### config.mk
export PLATFORM = sky130hd
export DESIGN_NAME = bfgt_ctrl
export DESIGN_NICKNAME = d
export VERILOG_FILES = /design/src/rtl/bfgt_pkg.sv /design/src/rtl/bfgt_ctrl.sv
export SDC_FILE = /design/constraint.sdc
export NUM_CORES = 1
export LEC_CHECK = 0
export BUFFER_PORTS_ARGS = -buffer_cell sky130_fd_sc_hd__buf_4
export CAP_MARGIN = 15
export CORE_MARGIN = 2
export CORE_UTILIZATION = 60
export CTS_BUF_LIST = sky130_fd_sc_hd__clkbuf_8
export DETAILED_ROUTE_END_ITERATION = 8
export PLACE_DENSITY = 0.77
export SLEW_MARGIN = 25
export SYNTH_ARGS = -nofsm -noshare
export SYNTH_HDL_FRONTEND = slang
export SYNTH_SLANG_ARGS = --single-unit
### constraint.sdc
create_clock -name clock -period 7 [get_ports clock]
set_input_delay 0.7 -clock clock [delete_from_list [all_inputs] [get_ports clock]]
set_output_delay 0.7 -clock clock [all_outputs]
set_load 0.005 [all_outputs]
### src/rtl/bfgt_pkg.sv
`timescale 1ns / 1ps
// ----------------------------------------------------------------------------
// bfgt_pkg
// Shared constants, codes and transaction types of the best-fit gap table.
// ----------------------------------------------------------------------------
package bfgt_pkg;

   localparam int TABLE_DEPTH = 256;
   localparam int IDX_W       = $clog2(TABLE_DEPTH);
   localparam int CNT_W       = $clog2(TABLE_DEPTH + 1);
   localparam int ROWS_MAX    = 256;

   localparam int LEN_W   = 10;
   localparam int ROW_W   = 8;
   localparam int PLACE_W = 10;
   localparam int FLOOR_W = 8;
   localparam int KEY_W   = LEN_W + ROW_W + PLACE_W;
   localparam int ENTRY_W = KEY_W + FLOOR_W;

   localparam int OP_W      = 3;
   localparam int NROWS_W   = 9;
   localparam int COUNT_W   = 9;
   localparam int STATUS_W  = 2;
   localparam int CSR_IDX_W = 1;
   localparam int CSR_DAT_W = 10;
   localparam int REQ_DAT_W = 40;
   localparam int RSP_DAT_W = 40;

   // operation codes
   localparam logic [OP_W-1:0] OP_INIT   = 3'd0;
   localparam logic [OP_W-1:0] OP_CLEAR  = 3'd1;
   localparam logic [OP_W-1:0] OP_INSERT = 3'd2;
   localparam logic [OP_W-1:0] OP_REMOVE = 3'd3;
   localparam logic [OP_W-1:0] OP_QUERY  = 3'd4;

   // status codes
   localparam logic [STATUS_W-1:0] ST_OK   = 2'd0;
   localparam logic [STATUS_W-1:0] ST_DUP  = 2'd1;
   localparam logic [STATUS_W-1:0] ST_FULL = 2'd2;
   localparam logic [STATUS_W-1:0] ST_NONE = 2'd3;

   // register indexes
   localparam logic [CSR_IDX_W-1:0] CSR_NUM_ROWS   = 1'b0;
   localparam logic [CSR_IDX_W-1:0] CSR_ROW_LENGTH = 1'b1;

   typedef struct packed {
      logic [FLOOR_W-1:0] floor_lvl;
      logic [PLACE_W-1:0] place;
      logic [ROW_W-1:0]   row;
      logic [LEN_W-1:0]   gap_length;
   } req_type;

   typedef struct packed {
      logic [STATUS_W-1:0] status;
      logic [COUNT_W-1:0]  entry_count;
      logic [FLOOR_W-1:0]  fit_floor;
      logic [PLACE_W-1:0]  fit_place;
      logic [ROW_W-1:0]    fit_row;
      logic                found;
   } rsp_type;

endpackage

### src/rtl/bfgt_ctrl.sv
`timescale 1ns / 1ps
// ----------------------------------------------------------------------------
// bfgt_ctrl
// Operation sequencer: table scans, init fill, valid bits, entry count.
// ----------------------------------------------------------------------------
module bfgt_ctrl (
   input  logic                            clock,
   input  logic                            reset,
   // request
   input  logic                            req_valid,
   output logic                            req_ready,
   input  logic [bfgt_pkg::OP_W-1:0]       req_op,
   input  bfgt_pkg::req_type               req_fields,
   // configuration
   input  logic                            csr_valid,
   input  logic [bfgt_pkg::CSR_IDX_W-1:0]  csr_index,
   input  logic [bfgt_pkg::CSR_DAT_W-1:0]  csr_data,
   // result
   output logic                            res_valid,
   input  logic                            res_ready,
   output bfgt_pkg::rsp_type               res,
   // table memory
   output logic                            mem_wr_en,
   output logic [bfgt_pkg::IDX_W-1:0]      mem_wr_addr,
   output logic [bfgt_pkg::ENTRY_W-1:0]    mem_wr_data,
   output logic                            mem_rd_en,
   output logic [bfgt_pkg::IDX_W-1:0]      mem_rd_addr,
   input  logic [bfgt_pkg::ENTRY_W-1:0]    mem_rd_data
);

   localparam logic [1:0] S_IDLE = 2'd0;
   localparam logic [1:0] S_SCAN = 2'd1;
   localparam logic [1:0] S_FILL = 2'd2;
   localparam logic [1:0] S_DONE = 2'd3;

   localparam int D  = bfgt_pkg::TABLE_DEPTH;
   localparam int IW = bfgt_pkg::IDX_W;
   localparam int CW = bfgt_pkg::CNT_W;
   localparam int KW = bfgt_pkg::KEY_W;
   localparam int FW = bfgt_pkg::FLOOR_W;
   localparam int LW = bfgt_pkg::LEN_W;

   logic [1:0]                         state_ff, state_in;
   logic [D-1:0]                       valid_ff, valid_in;
   logic [CW-1:0]                      count_ff, count_in;
   logic [CW-1:0]                      cnt_ff, cnt_in;
   logic                               chk_ff, chk_in;
   logic [IW-1:0]                      chk_idx_ff, chk_idx_in;
   logic [bfgt_pkg::NROWS_W-1:0]       num_rows_ff, num_rows_in;
   logic [LW-1:0]                      row_len_ff, row_len_in;

   logic [bfgt_pkg::OP_W-1:0]          op_ff, op_in;
   bfgt_pkg::req_type                  fld_ff, fld_in;
   logic                               hit_ff, hit_in;
   logic [IW-1:0]                      hit_idx_ff, hit_idx_in;
   logic                               dup_ff, dup_in;
   logic                               free_ok_ff, free_ok_in;
   logic [IW-1:0]                      free_idx_ff, free_idx_in;
   logic [KW-1:0]                      best_key_ff, best_key_in;
   logic [FW-1:0]                      best_floor_ff, best_floor_in;
   logic                               full_ff, full_in;
   logic [CW-1:0]                      lim_ff, lim_in;
   bfgt_pkg::rsp_type                  res_ff, res_in;

   logic [bfgt_pkg::NROWS_W-1:0]       rows_capped;
   logic                               rows_over;
   logic [KW-1:0]                      ent_key;
   logic [KW-1:0]                      qry_key;
   logic                               ent_valid;
   logic                               scan_end;

   assign ent_key   = mem_rd_data[bfgt_pkg::ENTRY_W-1:FW];
   assign qry_key   = {fld_ff.gap_length, fld_ff.row, fld_ff.place};
   assign ent_valid = valid_ff[chk_idx_ff];
   assign scan_end  = (state_ff == S_SCAN) && (cnt_ff == CW'(D)) && !chk_ff;

   // rows that init loads: clip to the row range, then to the table depth
   assign rows_capped = (num_rows_ff > bfgt_pkg::NROWS_W'(bfgt_pkg::ROWS_MAX)) ?
                        bfgt_pkg::NROWS_W'(bfgt_pkg::ROWS_MAX) : num_rows_ff;
   assign rows_over   = 32'(rows_capped) > D;

   assign req_ready = (state_ff == S_IDLE);
   assign res_valid = (state_ff == S_DONE);
   assign res       = res_ff;

   always_comb begin
      state_in      = state_ff;
      valid_in      = valid_ff;
      count_in      = count_ff;
      cnt_in        = cnt_ff;
      chk_in        = 1'b0;
      chk_idx_in    = chk_idx_ff;
      num_rows_in   = num_rows_ff;
      row_len_in    = row_len_ff;
      op_in         = op_ff;
      fld_in        = fld_ff;
      hit_in        = hit_ff;
      hit_idx_in    = hit_idx_ff;
      dup_in        = dup_ff;
      free_ok_in    = free_ok_ff;
      free_idx_in   = free_idx_ff;
      best_key_in   = best_key_ff;
      best_floor_in = best_floor_ff;
      full_in       = full_ff;
      lim_in        = lim_ff;
      res_in        = res_ff;
      mem_wr_en     = 1'b0;
      mem_wr_addr   = '0;
      mem_wr_data   = '0;
      mem_rd_en     = 1'b0;
      mem_rd_addr   = cnt_ff[IW-1:0];

      if (csr_valid) begin
         case (csr_index)
            bfgt_pkg::CSR_NUM_ROWS:   num_rows_in = csr_data[bfgt_pkg::NROWS_W-1:0];
            bfgt_pkg::CSR_ROW_LENGTH: row_len_in  = csr_data[LW-1:0];
            default: ;
         endcase
      end

      case (state_ff)
         S_IDLE: begin
            if (req_valid) begin
               op_in      = req_op;
               fld_in     = req_fields;
               cnt_in     = '0;
               hit_in     = 1'b0;
               dup_in     = 1'b0;
               free_ok_in = 1'b0;
               res_in     = '0;
               case (req_op)
                  bfgt_pkg::OP_INIT: begin
                     valid_in = '0;
                     count_in = '0;
                     full_in  = rows_over;
                     lim_in   = rows_over ? CW'(D) : CW'(rows_capped);
                     if (rows_capped == '0) begin
                        state_in = S_DONE;
                     end else begin
                        state_in = S_FILL;
                     end
                  end
                  bfgt_pkg::OP_CLEAR: begin
                     valid_in = '0;
                     count_in = '0;
                     state_in = S_DONE;
                  end
                  bfgt_pkg::OP_INSERT, bfgt_pkg::OP_REMOVE, bfgt_pkg::OP_QUERY: begin
                     state_in = S_SCAN;
                  end
                  default: begin
                     res_in.entry_count = bfgt_pkg::COUNT_W'(count_ff);
                     state_in           = S_DONE;
                  end
               endcase
            end
         end

         S_SCAN: begin
            // issue one read a cycle, check the entry read the cycle before
            if (cnt_ff != CW'(D)) begin
               mem_rd_en  = 1'b1;
               cnt_in     = cnt_ff + 1'b1;
               chk_in     = 1'b1;
               chk_idx_in = cnt_ff[IW-1:0];
            end
            if (chk_ff) begin
               case (op_ff)
                  bfgt_pkg::OP_INSERT: begin
                     if (ent_valid && ent_key == qry_key) begin
                        dup_in = 1'b1;
                     end
                     if (!ent_valid && !free_ok_ff) begin
                        free_ok_in  = 1'b1;
                        free_idx_in = chk_idx_ff;
                     end
                  end
                  bfgt_pkg::OP_REMOVE: begin
                     if (ent_valid && ent_key == qry_key && !hit_ff) begin
                        hit_in     = 1'b1;
                        hit_idx_in = chk_idx_ff;
                     end
                  end
                  bfgt_pkg::OP_QUERY: begin
                     if (ent_valid && ent_key[KW-1:KW-LW] >= fld_ff.gap_length &&
                         (!hit_ff || ent_key < best_key_ff)) begin
                        hit_in        = 1'b1;
                        best_key_in   = ent_key;
                        best_floor_in = mem_rd_data[FW-1:0];
                     end
                  end
                  default: ;
               endcase
            end
            if (scan_end) begin
               res_in = '0;
               case (op_ff)
                  bfgt_pkg::OP_INSERT: begin
                     if (dup_ff) begin
                        res_in.status = bfgt_pkg::ST_DUP;
                     end else if (!free_ok_ff) begin
                        res_in.status = bfgt_pkg::ST_FULL;
                     end else begin
                        mem_wr_en             = 1'b1;
                        mem_wr_addr           = free_idx_ff;
                        mem_wr_data           = {qry_key, fld_ff.floor_lvl};
                        valid_in[free_idx_ff] = 1'b1;
                        count_in              = count_ff + 1'b1;
                     end
                  end
                  bfgt_pkg::OP_REMOVE: begin
                     if (hit_ff) begin
                        valid_in[hit_idx_ff] = 1'b0;
                        count_in             = count_ff - 1'b1;
                     end else begin
                        res_in.status = bfgt_pkg::ST_NONE;
                     end
                  end
                  default: begin
                     if (hit_ff) begin
                        res_in.found     = 1'b1;
                        res_in.fit_row   = best_key_ff[bfgt_pkg::ROW_W+bfgt_pkg::PLACE_W-1:
                                                       bfgt_pkg::PLACE_W];
                        res_in.fit_place = best_key_ff[bfgt_pkg::PLACE_W-1:0];
                        res_in.fit_floor = best_floor_ff;
                     end else begin
                        res_in.status = bfgt_pkg::ST_NONE;
                     end
                  end
               endcase
               res_in.entry_count = bfgt_pkg::COUNT_W'(count_in);
               state_in           = S_DONE;
            end
         end

         S_FILL: begin
            // write one init row a cycle
            mem_wr_en                = 1'b1;
            mem_wr_addr              = cnt_ff[IW-1:0];
            mem_wr_data              = {row_len_ff, bfgt_pkg::ROW_W'(cnt_ff),
                                        bfgt_pkg::PLACE_W'(0), FW'(0)};
            valid_in[cnt_ff[IW-1:0]] = 1'b1;
            cnt_in                   = cnt_ff + 1'b1;
            if (CW'(cnt_ff + 1'b1) == lim_ff) begin
               count_in           = lim_ff;
               res_in.status      = full_ff ? bfgt_pkg::ST_FULL : bfgt_pkg::ST_OK;
               res_in.entry_count = bfgt_pkg::COUNT_W'(lim_ff);
               state_in           = S_DONE;
            end
         end

         S_DONE: begin
            if (res_ready) begin
               state_in = S_IDLE;
            end
         end

         default: state_in = S_IDLE;
      endcase
   end

   always_ff @(posedge clock) begin
      if (reset) begin
         state_ff    <= S_IDLE;
         valid_ff    <= '0;
         count_ff    <= '0;
         chk_ff      <= 1'b0;
         num_rows_ff <= bfgt_pkg::NROWS_W'(1);
         row_len_ff  <= LW'(1);
      end else begin
         state_ff    <= state_in;
         valid_ff    <= valid_in;
         count_ff    <= count_in;
         chk_ff      <= chk_in;
         num_rows_ff <= num_rows_in;
         row_len_ff  <= row_len_in;
      end
   end

   always_ff @(posedge clock) begin
      cnt_ff        <= cnt_in;
      chk_idx_ff    <= chk_idx_in;
      op_ff         <= op_in;
      fld_ff        <= fld_in;
      hit_ff        <= hit_in;
      hit_idx_ff    <= hit_idx_in;
      dup_ff        <= dup_in;
      free_ok_ff    <= free_ok_in;
      free_idx_ff   <= free_idx_in;
      best_key_ff   <= best_key_in;
      best_floor_ff <= best_floor_in;
      full_ff       <= full_in;
      lim_ff        <= lim_in;
      res_ff        <= res_in;
   end

endmodule

== Word level (Yosys, flattened, before mapping) ==
Index checks and enable logic that the tools add are counted.

* Bits of input ports: 91
* Word-level logic and storage cells: 199
* Bits in registers: 446

* Magnitude comparators: 11
* Muxes and demuxes: 80
* Reductions and logical operators: 41
* Equal/unequal tests: 31
* Add/sub/neg operators: 3
* Bitwise logic cells: 5

{| class="wikitable"
|+ Operators by type and width
! cell !! number
|-
| 2-to-1 mux 256 bit || 6
|-
| case mux 256 bit (3 select lines) || 1
|-
| bitwise OR 256 bit || 2
|-
| case mux 256 bit (2 select lines) || 1
|-
| bitwise AND 256 bit || 1
|-
| NOT 256 bit || 1
|-
| 2-to-1 mux 36 bit || 4
|-
| 2-to-1 mux 9 bit || 11
|-
| 2-to-1 mux 38 bit || 2
|-
| case mux 36 bit (2 select lines) || 1
|-
| 2-to-1 mux 27 bit || 2
|-
| case mux 27 bit (2 select lines) || 1
|-
| case mux 9 bit (3 select lines) || 2
|-
| < comparator 8 x 9 -> 1 bit (second input constant) || 4
|-
| case mux 11 bit (3 select lines) || 1
|-
| 2-to-1 mux 8 bit || 4
|-
| == test 28 bit || 1
|-
| < comparator 28 bit || 1
|-
| demux 1 bit (select 8 bit) || 3
|-
| greater-or-equal comparator 8 x 1 -> 1 bit (second input constant) || 3
|-
| 2-to-1 mux 1 bit || 21
|-
| AND reduction 4 bit || 5
|-
| adder 9 x 1 -> 9 bit (second input constant) || 2
|-
| greater-than comparator 9 bit (second input constant) || 2
|-
| 39 further kinds || 89
|}

== Depth between registers and ports, before layout ==
Gate-level depths: netlist of run 1.

* Depth in word-level cells: 10
* Depth in mapped cells: 12
* Depth with buffers taken out: 9

== Worst setup path before layout of run 1 ==
Ideal clock, no wire load.

* Path kind: input -> register
* Start: input mem_rd_data[31] (netlist bit)
* End: register best_floor_ff[0], enable pin
* Setup slack: 3.376 ns
* Arrival: 3.228 ns
* Path buffers: 0
* Stages on the path: 8
* Cells stage by stage: ha_1 -> a41o_1 -> a21o_1 -> a2111oi_0 -> nor3_1 -> nor4_1 -> a21boi_0 -> and4_1

* Word-level cells in the longest chain between the ends: 4

{| class="wikitable"
|+ RTL lines
! item !! line !! text
|-
| from (decl) || bfgt_ctrl.sv:28 || <nowiki>input logic [bfgt_pkg::ENTRY_W-1:0] mem_rd_data</nowiki>
|-
| < comparator 28 bit / greater-or-equal comparator 10 bit (equally long branches) || bfgt_ctrl.sv:186, bfgt_ctrl.sv:185 ||
|-
| logical OR 1 bit / logical AND 1 bit (equally long branches) || bfgt_ctrl.sv:186, bfgt_ctrl.sv:185 ||
|-
| logical AND 1 bit (*) || bfgt_ctrl.sv:185 || <nowiki>if (ent_valid && ent_key[KW-1:KW-LW] >= fld_ff.gap_length &&</nowiki>
|-
| AND reduction 4 bit (no line) (*) || n/a ||
|-
| to (signal assigned) || bfgt_ctrl.sv:291 || <nowiki>best_floor_ff <= best_floor_in;</nowiki>
|-
| to (decl) || bfgt_ctrl.sv:60 || <nowiki>logic [FW-1:0] best_floor_ff, best_floor_in;</nowiki>
|}

Mark *: on every way between the ends. The rest lies on a longest branch, timed or not.
A chain may end at the register's enable or synchronous reset.

== Worst setup path in the final report of run 1 ==
* Start: register state_ff[0]
* End: output mem_wr_addr[1] (netlist bit)

* Word-level cells in the longest chain between the ends: 5

{| class="wikitable"
|+ RTL lines
! item !! line !! text
|-
| from (decl) || bfgt_ctrl.sv:43 || <nowiki>logic [1:0] state_ff, state_in;</nowiki>
|-
| from (signal assigned) || bfgt_ctrl.sv:271 || <nowiki>state_ff <= state_in;</nowiki>
|-
| == test 2 x 1 -> 1 bit || bfgt_ctrl.sv:75, bfgt_ctrl.sv:121 ||
|-
| logical AND 1 bit (2 in series) || bfgt_ctrl.sv:75 || <nowiki>assign scan_end = (state_ff == S_SCAN) && (cnt_ff == CW'(D)) && !chk_ff;</nowiki>
|-
| 2-to-1 mux 8 bit || bfgt_ctrl.sv:195 || <nowiki>if (scan_end) begin</nowiki>
|-
| case mux 8 bit (2 select lines) (*) || bfgt_ctrl.sv:121 || <nowiki>case (state_ff)</nowiki>
|-
| to (decl) || bfgt_ctrl.sv:24 || <nowiki>output logic [bfgt_pkg::IDX_W-1:0] mem_wr_addr,</nowiki>
|}

Marked as above.

==> reports/results.txt, run 1 <==
The wire length per cell after detailed routing is 26.39 microns. Clock tree synthesis inserted a total of 78 buffers. TritonCTS built the clock tree. The worst setup path is launched from a flop. The cell class contributing the biggest share of worst-path delay is simple AND/OR/NAND/NOR gates. The critical path in this run is classified as reg -> out.

The tools report the starting DRC count in detailed routing as 4386. Fraction of layout cells with a size suffix above 1: 14.65%. The placement row count is 74. The largest individual stage delay along the critical path comes from the cell ha_1. The tools report the first-pass iteration count of the detailed router as 9. The fraction of synthesis flops using an asynchronous set or reset pin is 0%, and the register area share after synthesis is 42.74%.

The flow ran to the end, but the final reports show violations. At the end of routability-driven placement, the weighted congestion stood at 1.020. Across the run, the number of max-cap violations was 0.

The buffer and inverter count on the worst path was 3. The net total in the final layout is 3082, and the final critical delay including setup and external delays is 4.489 ns. The number of setup buffers added after CTS was 0; the initial standard-cell utilization of the core was 60.56%. The total routing usage reported by global routing was 42.66%; the final critical-path setup slack was 2.511 ns. The worst register-to-register path has a depth of 8. Clock skew on the completed layout was measured at 0.03013 ns.

Height of the die: 206.6 microns. The total non-filler cell area in the finished layout is 27640 sq um, and the highest achievable clock rate is 222.8 MHz. Once detail routing completed, the nets flagged for antenna violations numbered 0.

The run gives 2.696 ns as the worst setup slack after placement. The maximum level of the CTS H-tree is 3. The logs give 3 for the number of buffers between clock root and the deepest sink and 0.69 ns for the source-to-sink clock delay at the later pin of the worst-skew pair.

Buffers placed on the I/O ports in this run total 184. Data arrives at the worst endpoint at 3.79 ns. Compared with the post-synthesis result, the final layout area differs by 12.29%. The highest cell delay on the worst timing path works out to 0.64 ns. The synthesized design contains 159 enable-type register cells. The transition time at the pin with the least slew margin works out to 1.227 ns. The signal on the critical path passes through inv_1, ha_1, nand2_4, nor4_2, buf_4, nand2_1, o21ai_0, buf_4.

For the total routed wirelength, the log shows 93280 microns. Synthesis produced a netlist with a net count of 3060. The share of the cycle needed by the critical path after routing is 64.13%, and the flip-flop and latch count after synthesis is 446.

For this design the static power due to leakage is 9.842 nW. The tree is rooted in a clkbuf_8. The run gives 2921 as the gate count of the mapped netlist.

In this run the worst setup path begins at state_ff[0]. After synthesis, the netlist uses 76 different library cells. The mapped netlist covers 24620 sq um. For the final hold violation count, the log shows 0. The total overflow left after global routing is 0.

The min-delay analysis places its worst path in the category in -> reg. Pin placement for this block handled 185 I/O pins. The die covers 42660 sq um. After the flow finishes, the layout carries non-filler instances totaling 3535.

The power per unit of standard cell area works out to 303.4 nW/um^2. Setup repair after global routing left no endpoint under its margin. At the end of the flow the core is filled with cells to 68.00%. The tools report the last element of the critical path as mem_wr_addr[1]. The tools report the count of antenna diodes in the layout as 0.

The count of endpoints failing setup in the final report came out at 0. Reg-to-reg endpoint: best_key_ff[4]. For this run, design rule violations remaining after detail routing come to 10. Each instance of the synthesized netlist takes up on average 8.427 sq um. The checks that failed: design-rule violations.

The worst flop-to-flop path startpoint was chk_idx_ff[0]. The cell depth of the worst setup path was 8; the maximum fanout encountered on the critical timing path was 77. The sum of net half-perimeters after detailed placement is 57250 microns.

The worst setup path is captured at an output pin. For the via count of the first global-routing pass, the log shows 23280. Leaving out fill and tap cells, the most frequent cells in the layout are 547 x a21oi_1, 395 x nand2_1, 287 x dfxtp_1, 283 x o21ai_0, 258 x o22ai_1. STA puts the critical path data required time at 6.30 ns. The count of final max-slew check failures is 0, and the aggregate negative setup slack is 0 ns. The logs give 40650 sq um for the core outline area and 2.59 ns for the setup slack on the worst flop-to-flop path. After detailed routing, the number of vias per cell comes to 7.159. The cell repeated most along the worst path is buf_4. The library cell used most frequently in the layout, excluding fill and tap cells, is a21oi_1. Largest net degree at the start of global routing: 258. Counting tap cells, the placed design contains a total of 3393 instances. The tools report the initial antenna violation count as 1.

The worst-case IR drop observed on VDD is 0.4299 mV. The number of gates resized after CTS was 0. The most used flip-flop cell after synthesis is dfxtp_1. The first global-routing pass estimated 138200 microns of wire. The die is 206.6 microns wide. Count of yosys warnings during synthesis: 0. In this run the tightest slew margin relative to its limit is 17.94%.

The logs give 26100 sq um for the cell area reported after detailed placement and 0 for the quantity of hold-fixing buffers added after cts. The number of sinks on the clock net was 446. Summing over every cut layer, the via total after detailed routing is 25310. The CTS clock-pin slew for the worst setup and hold paths is 0.06 ns.
-- final cells by class --
type                            count  area, sq um
Multi-Input combinational cell   2131        12970
Timing Repair Buffer              231         1809
Tap cell                          532        665.6
Clock inverter                     49        211.5
Clock buffer                       91         1252
Fill cell                        3313        13010
Sequential cell                   446        10520
Inverter                           55        206.4
-- state kept, by name, summed over array words and instances (netlist names), 2 cells and up --
signal and flops:
best_floor_ff 8, count_ff 9, hit_idx_ff 8, fld_ff 36, num_rows_ff 9, op_ff 3
best_key_ff 28, chk_idx_ff 8, res 38, valid_ff 256, row_len_ff 10, free_idx_ff 8
state_ff 2, lim_ff 9, cnt_ff 9
-- routing by layer --
layer / vias up / share of wire, % / track usage (%)
met3: 507 / 16 / 17.85
met1: 11840 / 36 / 54.22
li1: 10760 / - / -
met5: - / 0.011 / 0
met2: 2203 / 42 / 61.41
met4: 2 / 6.2 / 23.49
-- report_power, final --
group | total (mW) | internal, mW | switching (mW)
clock | 2.32 | 1.18 | 1.14
sequential | 3.26 | 3.01 | 0.253
combinational | 2.80 | 0.850 | 1.95
total | 8.39 | 5.04 | 3.35
-- worst reg2reg max path: cells and delay by family, from the launching register on --
family | cells | cell delay, ns
AO/OA/AOI/OAI | 1 | 0.23
multiplexers | 1 | 0.33
flip-flops | 1 | 0.99
buffers and inverters | 1 | 0.56
AND/OR/NAND/NOR | 5 | 1.88
-- kinds of logic (layout without fill, tap and decap cells) --
kind of cell             after synthesis  in the layout  share of synthesized area (%)
AO/OA/AOI/OAI                       1184           1184                          26.61
AND/OR/NAND/NOR                      762            762                          14.43
flip-flops                           446            446                          42.74
buffers and inverters                344            426                          5.535
multiplexers                          96             96                          6.460
adder cells (fa/ha/maj)               48             48                          2.440
XOR/XNOR                              40             40                          1.774
other                                  1              1                        0.01523
-- worst min-delay path by stage --
stage / slack, ns / startpoint / end / cells after the start
floorplan: 0.43 / num_rows_ff[2] / num_rows_ff[2] / 2
global placement: 0.44 / num_rows_ff[2] / num_rows_ff[2] / 2
detailed placement: 0.44 / num_rows_ff[3] / num_rows_ff[3] / 2
CTS: 0.18 / req_fields[15] / fld_ff[15] / 1
global route: 0.18 / req_fields[16] / fld_ff[16] / 1
finish: 0.20 / req_fields[17] / fld_ff[17] / 1
-- stage by stage --
stage          hold slack (ns)  total power, mW
2_1_floorplan           0.4318            4.947
3_3_place_gp            0.4414            5.886
3_5_place_dp            0.4446            5.938
4_1_cts                 0.1776            8.205
5_1_grt                 0.1784            8.611
6_report                0.2038            8.387
-- synth_stat cells (all sizes together) (4+ instances only) --
cell type  number  share of area (%)
a21oi         547                 11
nand2         404                6.2
dfxtp         287                 23
o21ai         287                5.8
o22ai         259                6.6
clkbuf        258                3.9
edfxtp        159                 19
nor2           69                1.1
and2           61                1.6
inv            55               0.84
ha             48                2.4
mux4           48                4.5
nor3           48               0.98
mux2i          37                1.5
nand3          37               0.77
nor2b          34               0.86
buf            31               0.76
nand2b         27               0.69
nor4           24               0.61
xor2           21               0.75
a22o           19               0.68
a21o           16               0.49
nand4          16               0.41
xnor2          13               0.46
mux2           11               0.50
or2             9               0.23
a211oi          8               0.24
a22oi           7               0.21
nand3b          7               0.21
a2111oi         6               0.24
and3            6               0.15
a31oi           5               0.13
and4            5               0.18
or4             4               0.12
No activity file was read; power rests on OpenSTA's default activity.
==> inputs of run 2 (changes only) <==
==> constraint.sdc (replaced) <==
create_clock -name clock -period 4.6 [get_ports clock]
set_input_delay 0.46 -clock clock [delete_from_list [all_inputs] [get_ports clock]]
set_output_delay 0.46 -clock clock [all_outputs]
set_load 0.005 [all_outputs]
==> run 2 against run 1 <==
  * The run now ends clean
  * Register-to-register slack worse by 2.4 ns
  * Clock skew up 0.0092 ns
  * Worst hold slack worse by 0.17 ns
  * Combinational power up 54%
  * Via count up 1.9%
  * Critical path depth unchanged
  * Utilization up 2.3 points
  * Setup slack worse by 2.3 ns
  * Clock power up 61%
  * Final area up 3.4%
==> reports/results.txt, run 2 (synthesized netlist as in run 1, its figures left out) <==
The flow ran to the end, and the final reports show no timing, DRC or antenna violations. In this run the tightest slew margin relative to its limit is 14.51%. Once layout is complete, the utilization of the core stands at 70.31%. In this run switching power makes up 39.72% of total power. From left edge to right edge, the die measures 206.6 microns.

In this run the number of H-tree levels came out at 3. The tools report the endpoint class of the critical path as a flop. For the sequential share of power, the log shows 38.1%. The top cell types in the final layout, fill and taps aside, are 547 x a21oi_1, 400 x nand2_1, 287 x dfxtp_1, 283 x o21ai_0, 258 x o22ai_1. The run gives 33.1% as the combinational fraction of design power. The tools report the top-level I/O count as 185. The run gives 60.56% as the initial standard-cell utilization of the core.

For the number of setup buffers added after CTS, the log shows 0. The cell class contributing the biggest share of worst-path delay was compound AO/OA/AOI/OAI gates. The library cell used most frequently in the layout, excluding fill and tap cells, is a21oi_1. Setup repair after global routing left no endpoint under its margin. Across all setup checks in the final design, the least slack found is 0.2083 ns. The critical path goes through buf_4, mux4_2, nand3_1, nand3b_1, a2111oi_0, a41oi_1, and4b_4, nor4b_4. The net total in the final layout was 3168; the number of buffers between clock root and the deepest sink was 3. In this run the cell area measured after placement is 26200 sq um. The run gives 0 as the count of final max-slew check failures.

The setup slack on the worst flop-to-flop path was 0.21 ns. The logs give 0 for the post-detailed-route DRC marker count and 0.4301 ns for the worst setup slack after placement. The worst hold path startpoint is csr_data[9]. For this design the ratio of total power to cell area is 455.1 nW/um^2. The kind of critical path is reg -> reg. The worst setup path is launched from a flop.

The smallest clock period supported by the final layout is computed as 4.392 ns. The share of the cycle needed by the critical path after routing came out at 95.47%. For this design the total switching power over the nets is 5.166 mW.

The routed layout has 25780 vias. For this design the static power due to leakage is 10.26 nW. Transition time at the pin with the least slew margin: 1.250 ns.

The floorplan die area came out at 42660 sq um. The highest cell delay on the worst timing path was 1.07 ns; the initial antenna violation count was 5. TritonCTS built the clock tree. In the routed layout, each cell is associated on average with a via count of 7.101. At the end of routability-driven placement, the weighted congestion stood at 1.023. The via count of the first global-routing pass is 24470. VDD sags by at most 0.4822 mV. The total routed wirelength is 93410 microns, and the placement row count is 74. In this run, post-CTS hold repair placed 76 buffers. The total routing usage reported by global routing is 42.89%, and the logic depth of the worst register-to-register path is 8.

The number of cells on the worst hold path was 3. The CTS clock-pin slew for the worst setup and hold paths works out to 0.06 ns. The tightest min-delay check is of the in -> reg type.

Before antenna repair, the detailed router went through 7 iterations. Final hold violation count: 0. The run gives 0 as the count of instances resized after the clock tree is built. Total grt overflow: 0.

For the worst-skew pair, the clock arrives at the later sink with an insertion delay of 0.72 ns. The height of the die came out at 206.6 microns. At the worst endpoint, the arrival time is 4.72 ns. In the final layout, the share of cells above drive strength 1 is 14.81%. The aggregate negative setup slack was 0 ns; the core outline area was 40650 sq um.

Ranked by flip-flop count, first place goes to valid_ff. Counting the buffers created by CTS gives 78. Relative to the synthesized area, the layout overhead comes to 16.10%. Starting DRC count in detailed routing: 4786. The largest individual stage delay along the critical path comes from the cell a2111oi_0. During placement, the flow inserted port buffers numbering 184. The tools report the count of endpoints failing setup in the final report as 0. The register with the most flip-flops in the layout has 256 of them.

Max-cap violations in this run came to 0. The tools report the part of the total power dissipated in the clock network as 28.8%. Clock tree synthesis selected as its root buffer the cell clkbuf_8. The maximum fanout encountered on the critical timing path works out to 14.

Once detailed placement completed, the half-perimeter wirelength came to 56610 microns. The total non-filler cell area in the finished layout was 28580 sq um; the required time at the worst-slack endpoint was 4.92 ns. The startpoint identified for the worst register-to-register timing path is chk_idx_ff[0]. Once detail routing completed, the nets flagged for antenna violations numbered 0. Across all hold checks on the routed design, the worst slack comes to 0.03431 ns. In this run the critical register-to-register path is captured at free_idx_ff[5]. The design internal power is 7.840 mW. The clock arrives with 0.03934 ns of skew. The tools report the end point of the worst hold path as row_len_ff[9]. Derived from the worst setup path, the maximum achievable clock frequency is 227.7 MHz. The wire length per cell after detailed routing was 25.73 microns; the global-route wire length before repair was 140100 microns. CTS saw 446 sinks. Entering global routing, the biggest net connects 256 pins.

The buffer and inverter count on the worst path is 1.
run 2: worst max-delay path by stage:
stage	slack, ns	startpoint	cells past startpoint	to
after CTS	0.42	chk_idx_ff[0]	8	free_idx_ff[5]
after detailed placement	0.43	chk_idx_ff[0]	8	free_idx_ff[1]
after floorplan	1.12	chk_idx_ff[2]	10	best_floor_ff[0]
after global routing	0.23	chk_idx_ff[0]	8	free_idx_ff[7]
final	0.21	chk_idx_ff[0]	8	free_idx_ff[5]
after global placement	0.50	chk_idx_ff[0]	8	free_idx_ff[2]
run 2: power groups by stage:
stage	logic [mW]	clock network, mW	registers [mW]
after floorplan	2.68	0	4.85
after global placement	3.96	0	4.98
after detailed placement	4.03	0	5.00
after CTS	4.10	3.71	4.92
after global routing	4.48	3.88	4.98
final	4.31	3.74	4.96
run 2: final cells by class:
cell class | instances | area (sq um)
sequential | 446 | 10520
inverter | 55 | 206.4
fill | 3050 | 12070
tap | 532 | 665.6
clock inverter | 52 | 297.8
clock buffer | 92 | 1266
timing repair buffer | 317 | 2676
multi-input combinational | 2131 | 12930
antenna | 5 | 12.51
run 2: per-stage QoR:
step / power (mW) / cells
final: 13.01 / 3630
after global routing: 13.34 / 3627
after CTS: 12.73 / 3625
after detailed placement: 9.026 / 3405
after global placement: 8.948 / 3405
after floorplan: 7.529 / 2921
run 2: tightest hold or removal path, cell delays in order:
cell and delay [ns]:
buf_4 0.11, nand2_1 0.04, a21oi_1 0.05
run 2: per-layer routing:
metal / up-vias / global-route usage, % / wire length (microns)
met3: 457 / 12.79 / 13760
li1: 10940 / - / -
met5: - / 0.2304 / 40
met2: 2240 / 63.86 / 40820
met1: 12140 / 55.36 / 32900
met4: 4 / 25.31 / 5886
